$ cat config.mk
export PLATFORM = sky130hd
export DESIGN_NAME = xorshift128_plus_bounded_random_top
export DESIGN_NICKNAME = d
export VERILOG_FILES = /design/src/rtl/core/xbr_pkg.sv /design/src/rtl/core/xorshift128_plus_bounded_random_top.sv /design/src/rtl/core/xbr_step.sv /design/src/rtl/core/xbr_rem.sv
export SDC_FILE = /design/constraint.sdc
export NUM_CORES = 2
export LEC_CHECK = 0
export BUFFER_PORTS_ARGS = -buffer_cell sky130_fd_sc_hd__buf_2
export CAP_MARGIN = 10
export CORE_UTILIZATION = 44
export CTS_CLUSTER_DIAMETER = 60
export DETAILED_ROUTE_END_ITERATION = 8
export PLACE_DENSITY_LB_ADDON = 0.05
export SLEW_MARGIN = 20
export SYNTH_ARGS = -nofsm -noshare
export SYNTH_HDL_FRONTEND = slang
export SYNTH_SLANG_ARGS = --single-unit
$ cat constraint.sdc
create_clock -name clk -period 9.4 [get_ports clk]
set_input_delay 1.41 -clock clk [delete_from_list [all_inputs] [get_ports clk]]
set_output_delay 1.41 -clock clk [all_outputs]
set_load 0.01 [all_outputs]
$ cat src/rtl/core/xbr_pkg.sv
// ----------------------------------------------------------------------------
// xbr_pkg
// Shared types and constants for the xorshift128+ bounded random source.
// ----------------------------------------------------------------------------
`default_nettype none

package xbr_pkg;

  localparam int unsigned WordW = 64;
  localparam int unsigned CntW  = 7;

  localparam int unsigned ShiftA = 23;
  localparam int unsigned ShiftB = 17;
  localparam int unsigned ShiftC = 26;

  localparam logic [1:0] REQ_RAW     = 2'd0;
  localparam logic [1:0] REQ_BOUNDED = 2'd1;
  localparam logic [1:0] REQ_RESEED  = 2'd2;

  localparam logic CFG_SEED_A = 1'b0;
  localparam logic CFG_SEED_B = 1'b1;

  localparam logic [WordW-1:0] SEED_A_RST = 64'd1;
  localparam logic [WordW-1:0] SEED_B_RST = 64'd2;

  typedef logic [WordW-1:0] word_t;

  typedef struct packed {
    logic busy;
    logic done;
  } rem_status_t;

endpackage

`default_nettype wire

$ cat src/rtl/core/xorshift128_plus_bounded_random_top.sv
// ----------------------------------------------------------------------------
// xorshift128_plus_bounded_random_top
// xorshift128+ random source with raw, bounded and reseed requests.
// ----------------------------------------------------------------------------
// Usage: an item on the input channel (in_valid, in_stall) carries a request
// type and a bound. Each item yields exactly one item on the output channel
// (out_valid, out_stall) with a value and a bad-bound flag. Raw draws return
// the xorshift128+ output; bounded draws return a value uniform below the
// bound; reseeds load the state from the two seed registers written over
// the cfg port, which the user must write only while the block is idle; the
// block itself does not enforce this. A raw, reseed, zero-bound or unused item
// goes from the execution state to the finish state, which loads the output.
// A bounded draw with a nonzero bound draws a value, runs the bit-serial
// remainder unit, checks the attempt and then loads the output. A rejected
// attempt draws again; rejection is rare for small bounds but common for
// bounds just above 2^63. The block takes one item at a time and holds
// in_stall high while working. The finished result sits in an output
// register, so the next item can be accepted while the receiver stalls;
// that item then waits at its end until the output register frees up.
// Reset loads both seeds and the state with 1 and 2 and empties the output.
// ----------------------------------------------------------------------------
`default_nettype none

module xorshift128_plus_bounded_random_top (
  input  wire         clk,
  input  wire         rst_n,
  input  wire         cfg_we,
  input  wire         cfg_index,
  input  wire  [63:0] cfg_wdata,
  input  wire         in_valid,
  output logic        in_stall,
  input  wire  [1:0]  in_req_type,
  input  wire  [63:0] in_bound,
  output logic        out_valid,
  input  wire         out_stall,
  output logic [63:0] out_value,
  output logic        out_bad_bound
);

  typedef enum logic [1:0] {
    ST_IDLE,
    ST_EXEC,
    ST_DIV,
    ST_FIN
  } state_t;

  state_t               state_r, state_nxt;
  logic [1:0]           req_r, req_nxt;
  xbr_pkg::word_t       bound_r, bound_nxt;
  xbr_pkg::word_t       sa_r, sa_nxt;
  xbr_pkg::word_t       sb_r, sb_nxt;
  xbr_pkg::word_t       seed_a_r, seed_a_nxt;
  xbr_pkg::word_t       seed_b_r, seed_b_nxt;
  xbr_pkg::word_t       x_r, x_nxt;
  xbr_pkg::word_t       res_val_r, res_val_nxt;
  logic                 res_bad_r, res_bad_nxt;
  logic                 out_valid_r, out_valid_nxt;
  xbr_pkg::word_t       out_value_r, out_value_nxt;
  logic                 out_bad_r, out_bad_nxt;

  xbr_pkg::word_t       step_a, step_b, step_draw;
  xbr_pkg::word_t       rem_val;
  xbr_pkg::rem_status_t rem_stat;
  logic                 rem_start;
  xbr_pkg::word_t       base;
  logic [xbr_pkg::WordW:0] top_sum;
  logic                 in_take;
  logic                 out_free;

  xbr_step u_step (
    .state_a (sa_r),
    .state_b (sb_r),
    .next_a  (step_a),
    .next_b  (step_b),
    .draw    (step_draw)
  );

  xbr_rem u_rem (
    .clk       (clk),
    .rst_n     (rst_n),
    .start     (rem_start),
    .dividend  (step_draw),
    .divisor   (bound_r),
    .remainder (rem_val),
    .status    (rem_stat)
  );

  assign in_stall  = (state_r != ST_IDLE);
  assign in_take   = in_valid && !in_stall;
  assign out_free  = !out_valid_r || !out_stall;
  assign rem_start = (state_r == ST_EXEC) && (req_r == xbr_pkg::REQ_BOUNDED) &&
                     (bound_r != '0);
  assign base      = x_r - rem_val;
  assign top_sum   = {1'b0, base} + {1'b0, bound_r};

  always_comb begin
    state_nxt     = state_r;
    req_nxt       = req_r;
    bound_nxt     = bound_r;
    sa_nxt        = sa_r;
    sb_nxt        = sb_r;
    seed_a_nxt    = seed_a_r;
    seed_b_nxt    = seed_b_r;
    x_nxt         = x_r;
    res_val_nxt   = res_val_r;
    res_bad_nxt   = res_bad_r;
    out_valid_nxt = out_valid_r;
    out_value_nxt = out_value_r;
    out_bad_nxt   = out_bad_r;

    if (cfg_we) begin
      case (cfg_index)
        xbr_pkg::CFG_SEED_A: seed_a_nxt = cfg_wdata;
        xbr_pkg::CFG_SEED_B: seed_b_nxt = cfg_wdata;
        default: ;
      endcase
    end

    if (out_valid_r && !out_stall) begin
      out_valid_nxt = 1'b0;
    end

    case (state_r)
      ST_IDLE: begin
        if (in_take) begin
          req_nxt   = in_req_type;
          bound_nxt = in_bound;
          state_nxt = ST_EXEC;
        end
      end
      ST_EXEC: begin
        res_val_nxt = '0;
        res_bad_nxt = 1'b0;
        state_nxt   = ST_FIN;
        case (req_r)
          xbr_pkg::REQ_RAW: begin
            sa_nxt      = step_a;
            sb_nxt      = step_b;
            res_val_nxt = step_draw;
          end
          xbr_pkg::REQ_BOUNDED: begin
            if (bound_r == '0) begin
              res_bad_nxt = 1'b1;
            end else begin
              sa_nxt    = step_a;
              sb_nxt    = step_b;
              x_nxt     = step_draw;
              state_nxt = ST_DIV;
            end
          end
          xbr_pkg::REQ_RESEED: begin
            sa_nxt = seed_a_r;
            sb_nxt = seed_b_r;
          end
          default: ;
        endcase
      end
      ST_DIV: begin
        if (rem_stat.done) begin
          if (top_sum[xbr_pkg::WordW]) begin
            state_nxt = ST_EXEC;
          end else begin
            res_val_nxt = rem_val;
            state_nxt   = ST_FIN;
          end
        end
      end
      ST_FIN: begin
        if (out_free) begin
          out_valid_nxt = 1'b1;
          out_value_nxt = res_val_r;
          out_bad_nxt   = res_bad_r;
          state_nxt     = ST_IDLE;
        end
      end
      default: state_nxt = ST_IDLE;
    endcase
  end

  always_ff @(posedge clk) begin
    if (!rst_n) begin
      state_r     <= ST_IDLE;
      out_valid_r <= 1'b0;
      sa_r        <= xbr_pkg::SEED_A_RST;
      sb_r        <= xbr_pkg::SEED_B_RST;
      seed_a_r    <= xbr_pkg::SEED_A_RST;
      seed_b_r    <= xbr_pkg::SEED_B_RST;
    end else begin
      state_r     <= state_nxt;
      out_valid_r <= out_valid_nxt;
      sa_r        <= sa_nxt;
      sb_r        <= sb_nxt;
      seed_a_r    <= seed_a_nxt;
      seed_b_r    <= seed_b_nxt;
    end
    req_r       <= req_nxt;
    bound_r     <= bound_nxt;
    x_r         <= x_nxt;
    res_val_r   <= res_val_nxt;
    res_bad_r   <= res_bad_nxt;
    out_value_r <= out_value_nxt;
    out_bad_r   <= out_bad_nxt;
  end

  assign out_valid     = out_valid_r;
  assign out_value     = out_value_r;
  assign out_bad_bound = out_bad_r;

  a_accept_exec: assert property (@(posedge clk) disable iff (!rst_n)
    in_take |=> (state_r == ST_EXEC))
    else $error("accepted item did not start execution");

  a_done_in_div: assert property (@(posedge clk) disable iff (!rst_n)
    rem_stat.done |-> (state_r == ST_DIV))
    else $error("remainder result outside division state");

  a_busy_in_div: assert property (@(posedge clk) disable iff (!rst_n)
    rem_stat.busy |-> (state_r == ST_DIV))
    else $error("remainder unit busy outside division state");

  a_bad_is_zero: assert property (@(posedge clk) disable iff (!rst_n)
    (out_valid_r && out_bad_r) |-> (out_value_r == '0))
    else $error("bad bound item carries nonzero value");

  a_bounded_below: assert property (@(posedge clk) disable iff (!rst_n)
    ((state_r == ST_FIN) && (req_r == xbr_pkg::REQ_BOUNDED) && (bound_r != '0))
      |-> (res_val_r < bound_r))
    else $error("bounded result not below bound");

endmodule

`default_nettype wire

$ cat src/rtl/core/xbr_step.sv
// ----------------------------------------------------------------------------
// xbr_step
// One xorshift128+ step: next state words and the draw they produce.
// ----------------------------------------------------------------------------
`default_nettype none

module xbr_step (
  input  xbr_pkg::word_t state_a,
  input  xbr_pkg::word_t state_b,
  output xbr_pkg::word_t next_a,
  output xbr_pkg::word_t next_b,
  output xbr_pkg::word_t draw
);

  xbr_pkg::word_t t;

  assign t      = state_a ^ (state_a << xbr_pkg::ShiftA);
  assign next_a = state_b;
  assign next_b = t ^ state_b ^ (t >> xbr_pkg::ShiftB) ^ (state_b >> xbr_pkg::ShiftC);
  assign draw   = next_b + state_b;

endmodule

`default_nettype wire

$ cat src/rtl/core/xbr_rem.sv
// ----------------------------------------------------------------------------
// xbr_rem
// Restoring remainder unit: one dividend bit per cycle over the 64-bit dividend.
// ----------------------------------------------------------------------------
`default_nettype none

module xbr_rem (
  input  wire                   clk,
  input  wire                   rst_n,
  input  wire                   start,
  input  xbr_pkg::word_t        dividend,
  input  xbr_pkg::word_t        divisor,
  output xbr_pkg::word_t        remainder,
  output xbr_pkg::rem_status_t  status
);

  localparam logic [xbr_pkg::CntW-1:0] Steps = xbr_pkg::CntW'(xbr_pkg::WordW);
  localparam logic [xbr_pkg::CntW-1:0] One   = xbr_pkg::CntW'(1);

  logic [xbr_pkg::CntW-1:0]  cnt_r, cnt_nxt;
  logic                      done_r, done_nxt;
  xbr_pkg::word_t            dvd_r, dvd_nxt;
  xbr_pkg::word_t            dvs_r, dvs_nxt;
  xbr_pkg::word_t            rem_r, rem_nxt;
  logic [xbr_pkg::WordW:0]   trial;
  logic [xbr_pkg::WordW:0]   diff;

  assign trial = {rem_r, dvd_r[xbr_pkg::WordW-1]};
  assign diff  = trial - {1'b0, dvs_r};

  always_comb begin
    cnt_nxt  = cnt_r;
    dvd_nxt  = dvd_r;
    dvs_nxt  = dvs_r;
    rem_nxt  = rem_r;
    done_nxt = 1'b0;
    if (start) begin
      cnt_nxt = Steps;
      dvd_nxt = dividend;
      dvs_nxt = divisor;
      rem_nxt = '0;
    end else if (cnt_r != '0) begin
      cnt_nxt  = cnt_r - One;
      dvd_nxt  = dvd_r << 1;
      done_nxt = (cnt_r == One);
      if (trial >= {1'b0, dvs_r}) begin
        rem_nxt = diff[xbr_pkg::WordW-1:0];
      end else begin
        rem_nxt = trial[xbr_pkg::WordW-1:0];
      end
    end
  end

  always_ff @(posedge clk) begin
    if (!rst_n) begin
      cnt_r  <= '0;
      done_r <= 1'b0;
    end else begin
      cnt_r  <= cnt_nxt;
      done_r <= done_nxt;
    end
    dvd_r <= dvd_nxt;
    dvs_r <= dvs_nxt;
    rem_r <= rem_nxt;
  end

  assign remainder   = rem_r;
  assign status.busy = (cnt_r != '0);
  assign status.done = done_r;

  a_start_idle: assert property (@(posedge clk) disable iff (!rst_n)
    start |-> (cnt_r == '0))
    else $error("remainder unit started while busy");

  a_done_after_last: assert property (@(posedge clk) disable iff (!rst_n)
    done_r |-> (cnt_r == '0) && $past(cnt_r == One))
    else $error("remainder done without final step");

  a_rem_below: assert property (@(posedge clk) disable iff (!rst_n)
    (done_r && (dvs_r != '0)) |-> (rem_r < dvs_r))
    else $error("remainder not below divisor");

endmodule

`default_nettype wire

Yosys cells after proc, flatten, opt, wreduce, memory -nomap -nowiden. Index checks and enable logic that the tools add are counted. W data, S select, Z words.

Equality and inequality tests: 11. $add $sub $neg: 5. Multiplexer cells: 24. Bitwise logic cells: 8. Magnitude comparators: 1. Reductions and logical operators: 27.

Operators with widths (count): $mux W64 (8); $pmux W64 S3 (2); $pmux W64 S2 (1); $sub A64 B64 Y64 (2); $xor A64 B64 Y64 (2); $add A64 B64 Y65 (1); $ge A65 B64 Y1 (1); $add A64 B64 Y64 (1); $logic_not A64 Y1 (1); $reduce_bool A64 Y1 (1); $xor A64 B38 Y64 (1); $xor A64 B47 Y64 (1); $mux W7 (2); $reduce_and A3 Y1 (4); $mux W2 (4); $ne A2 B2 Y1 const B (4); $pmux W2 S4 (1); $reduce_and A2 Y1 (4); $eq A7 B1 Y1 const B (1); $reduce_bool A7 Y1 (1); $sub A7 B1 Y7 const B (1); $eq A2 B2 Y1 const B (3); $mux W1 (6); $reduce_bool A2 Y1 (3); 10 further kinds (20).

Bits of input ports: 136. Output and inout port bits: 67. Logic and storage cells: 95. Bits in registers: 719.

Depth between registers and ports, before layout.
Depth in word-level cells: 7. Depth in mapped cells: 26.

By module. A second synthesis with hierarchy kept.

Cells, all modules: 4394. Area total of the unflattened synthesis: 42769.8 um^2.

By module, submodules not included: xorshift128_plus_bounded_random_top (area each 24633.6 um^2, times used 1, cells an instance 2279); xbr_rem (area each 12076.6 um^2, times used 1, cells an instance 1288); xbr_step (area each 6059.6 um^2, times used 1, cells an instance 827).

Worst setup path after synthesis. Ideal clock, no wire load.

Path kind: reg-to-reg. Start: register u_rem.rem_r[0], in the netlist u_rem.remainder[0]. End: register res_val_r[0], enable pin. Path slack: 0.021 ns. Library setup time: 0.574 ns. Period minus slack after synthesis: 9.379 ns. Stages on the path, launching flop included: 25. Required time: 8.826 ns. Data arrival time: 8.805 ns. Path through: dfxtp_1 > ha_1 > inv_1 > fa_1 > a211oi_1 > o21ai_1 > a41o_1 > a21boi_1 > o21a_1 > o41ai_1 > nand3_1 > o21ai_1 > a221oi_1 > o21bai_1 > xor2_1 > ha_1 > a21o_1 > a21oi_1 > o211ai_1 > a211oi_1 > o21ai_0 > a21oi_1 > o311a_1 > o21ai_0 > o21ai_0.

Word-level cells in the longest chain between the ends: 4.

RTL lines: from (decl) (RTL line xbr_rem.sv:24) `xbr_pkg::word_t rem_r, rem_nxt;`; from (signal assigned) (RTL line xbr_rem.sv:64) `rem_r <= rem_nxt;`; $sub A64 B64 Y64 (RTL line xorshift128_plus_bounded_random_top.sv:93) `assign base = x_r - rem_val;`; $add A64 B64 Y65 (RTL line xorshift128_plus_bounded_random_top.sv:94) `assign top_sum = {1'b0, base} + {1'b0, bound_r};`; $ne A2 B2 Y1 (no source line); $reduce_and A3 Y1 (no source line); to (signal assigned) (RTL line xorshift128_plus_bounded_random_top.sv:199) `res_val_r <= res_val_nxt;`; to (decl) (RTL line xorshift128_plus_bounded_random_top.sv:55) `xbr_pkg::word_t res_val_r, res_val_nxt;`.

No other way between the ends. A chain may end at the register's enable or synchronous reset.

Worst setup path after layout.
Start: register u_rem.rem_r[0], in the netlist u_rem.remainder[0]. End: register res_val_r[17], enable pin.

The elaborated chain is that of the path after synthesis.

==> run_results.csv <==
group,metric,value,unit
critical_path,crit_type,"reg -> reg",
critical_path,cp_max_fo,64,
synthesis,yosysTopAreaCell,"edfxtp_1",
cts,cts_sinks,719,
timing,drv_slew,0,
synthesis,synth_nets,4883,
pwr,p_int,10700,µW
floorplanning,ioPinCount,203,
routing,first_pass_iters,5,
synthesis,synth_seq_cells,719,
flow_run,drv_cap,0,
placement,numPortBuffers,202,
cts,path_clk_slew,0.06,ns
global_route,antenna_found_initial,3,
timing,skew,0.0260,ns
synthesis,ys_warn_count,0,
cts,clkLatencyLatePin,0.68,ns
layout,layout-drive-gt1-share,0.0906,
cts,cts_buffers,91,
cts,cts_max_path_buffers,3,
pwr,p_comb_frac,0.560,
layout,area_growth,12.1,%
floorplanning,die_area,0.0957,mm²
synthesis,synth_edf_count,388,
routing,drc,0,
routing,wl_per_cell,22.8,µm
synthesis,yosysTopAreaCellShare,0.280,
critical_path,cp-start-kind,"flip-flop",
pwr,power.density,434,mW/mm²
synthesis,yosysMostFrequentCell,"nand2_1",
critical_path,crit_arrival,7.78,ns
pwr,p_seq_frac,0.262,
timing,grt_setup_unrepaired,"false",
synthesis,synth_cell_types,83,
floorplanning,rows,112,
synthesis,syn_avg_cell_area,9.25,µm²
timing,finalCriticalPeriod,7.50,ns
synthesis,yosysSeqAreaShare,0.440,
cts,htreeDepth,3,
synthesis,yosys-top-cells-count,"nand2_1 (862), edfxtp_1 (388), dfxtp_1 (331)",
global_route,grt_pass1_wl,201000,µm
synthesis,postSynth.asyncResetShare,0,
timing,fmax,133,MHz
synthesis,synthCells,4490,
worst_hold_path,min_path_type,"reg -> reg",
routing,wl,135000,µm
routing,via_per_inst,5.68,
status,status,"complete, no violations",
timing,min_period_over_period,0.798,
global_route,grt_overflow,0,
global_route,grt_max_degree,100,
floorplanning,fp.dieH,309,µm
cts,cts_tree,"done",
timing,worst_slew_pin_slew,1.21,ns
floorplanning,core-area,0.0935,mm²
cts,postCtsSetupBuffers,0,
layout,final_util,0.498,
pwr,clock_power_share,0.178,
critical_path,end_kind,"flip-flop",
pwr,max-vdd-ir-drop,179,µV
synthesis,syn-cell-area,0.0416,mm²
pwr,leakagePower,0.0196,µW
timing,slew_headroom,0.183,
layout,fill_cells,8944,
pwr,p_sw,9490,µW
synthesis,synth.area.top_cells,"edfxtp_1 (28%), dfxtp_1 (16%), nand2_1 (7.8%)",
placement,dp_hpwl,99700,µm
timing,setup_tns,0,ns
placement,gp_congestion,0.918,
cts,hold_buffers,0,
floorplanning,die_w,309,µm
timing,finalSetupViolCount,0,
routing,ant_nets,0,
pwr,switching_share,0.470,
routing,dr.first_iter.drc_count,2859,
routing,dr_total_vias,33490,
floorplanning,start_util,0.445,
critical_path,cp.required,9.68,ns
layout,final_net_count,4956,
cts,post_cts_resized,0,
timing,hold_viol_final,0,
synthesis,synth_flop_cell,"edfxtp_1",
global_route,first_global_vias,31540,
cts,cts_root_buf,"clkbuf_16",
global_route,track_usage,0.279,
## routing by layer
layer  vias up  share of wire  track usage
met5         -              0            0
li1      16227              -            -
met4         0          0.033       0.0888
met3       185          0.052       0.0316
met2      1053           0.43        0.424
met1     16025           0.48        0.411
## worst max-delay path: stages (launching register included)
cell and delay, ns:
dfxtp_1 0.43, ha_1 0.21, inv_1 0.05, fa_1 0.42, a211oi_1 0.30, o21ai_1 0.17, a41o_1 0.33, a21boi_1 0.26
o21a_1 0.25, o41ai_1 0.16, nand3_1 0.14, o21ai_1 0.11, a221oi_1 0.51, o21bai_1 0.15, xor2_1 0.16, ha_1 0.31
nand4_1 0.14, nor4_1 0.36, nor3b_1 0.23, a211oi_1 0.14, o21ai_0 0.37, a21oi_1 0.15, o311a_1 0.41, o21ai_0 0.77
o21ai_4 0.04, buf_4 0.43
## cells in the final DEF, fill, tap and decap left out, drive strengths merged, types with 91 or more instances in the layout
cell type	instances
nand2	862
edfxtp	388
dfxtp	331
xnor2	273
a21oi	258
ha	254
buf	229
nor2	202
inv	202
o21ai	180
a21boi	153
nand3	129
a21o	120
clkbuf	118
xor2	99
o211a	91
## layout make-up
type	count	area, µm²	area share
Timing Repair Buffer	229	1220	0.0262
Sequential cell	719	18300	0.392
Multi-Input combinational cell	3331	21700	0.466
Inverter	191	722	0.0155
Antenna cell	1	2.50	0.0000537
Clock inverter	48	641	0.0138
Clock buffer	118	2450	0.0526
Tap cell	1254	1570	0.0337
## registers in the layout, summed over array words and instances (netlist names)
register	cells
seed_b_r	64
out_bad_bound	1
state_r	2
out_valid	1
u_rem.dvs_r	64
u_rem.done_r	1
u_rem.cnt_r	7
sa_r	64
u_rem.remainder	64
seed_a_r	64
req_r	2
sb_r	64
res_bad_r	1
bound_r	64
x_r	64
out_value	64
res_val_r	64
u_rem.dvd_r	64
## final timing paths
| kind | slack, ns | startpoint | to | cells past startpoint |
|---|---|---|---|---|
| setup reg to reg | 1.90 | u_rem.remainder[0] | res_val_r[17] | 25 |
| hold reg to reg | 0.42 | res_val_r[25] | out_value[25] | 0 |
| hold / removal | 0.42 | res_val_r[25] | out_value[25] | 0 |
| setup / recovery | 1.90 | u_rem.remainder[0] | res_val_r[17] | 25 |
## stage by stage
| stage | instance area (µm²) | std cells | setup WS, ns | total power [µW] | hold WS (ns) |
|---|---|---|---|---|---|
| after floorplan | 41600 | 4490 | 0.0210 | 13000 | 0.400 |
| after global placement | 43500 | 5724 | 2.08 | 16500 | 0.401 |
| after detailed placement | 43500 | 5724 | 1.95 | 16500 | 0.405 |
| after CTS | 46600 | 5890 | 1.92 | 20200 | 0.418 |
| after global routing | 46600 | 5890 | 1.53 | 21600 | 0.415 |
| final | 46600 | 5891 | 1.90 | 20200 | 0.416 |
## kinds of logic after synthesis
group           Yosys count  synth area share
compound gates         1162             0.195
xor+xnor                372            0.0784
fa+ha+maj               257            0.0779
buf+inv                 440            0.0404
flops                   719             0.440
mux                      46            0.0114
simple gates           1494             0.157
## power groups by stage
stage / registers, µW / logic (µW) / clock network, µW
2_1_floorplan: 5070 / 7920 / 0
3_3_place_gp: 5340 / 11100 / 0
3_5_place_dp: 5350 / 11100 / 0
4_1_cts: 5290 / 11200 / 3670
5_1_grt: 5380 / 12400 / 3790
6_report: 5300 / 11300 / 3590
(Power assumes the default switching activity.)
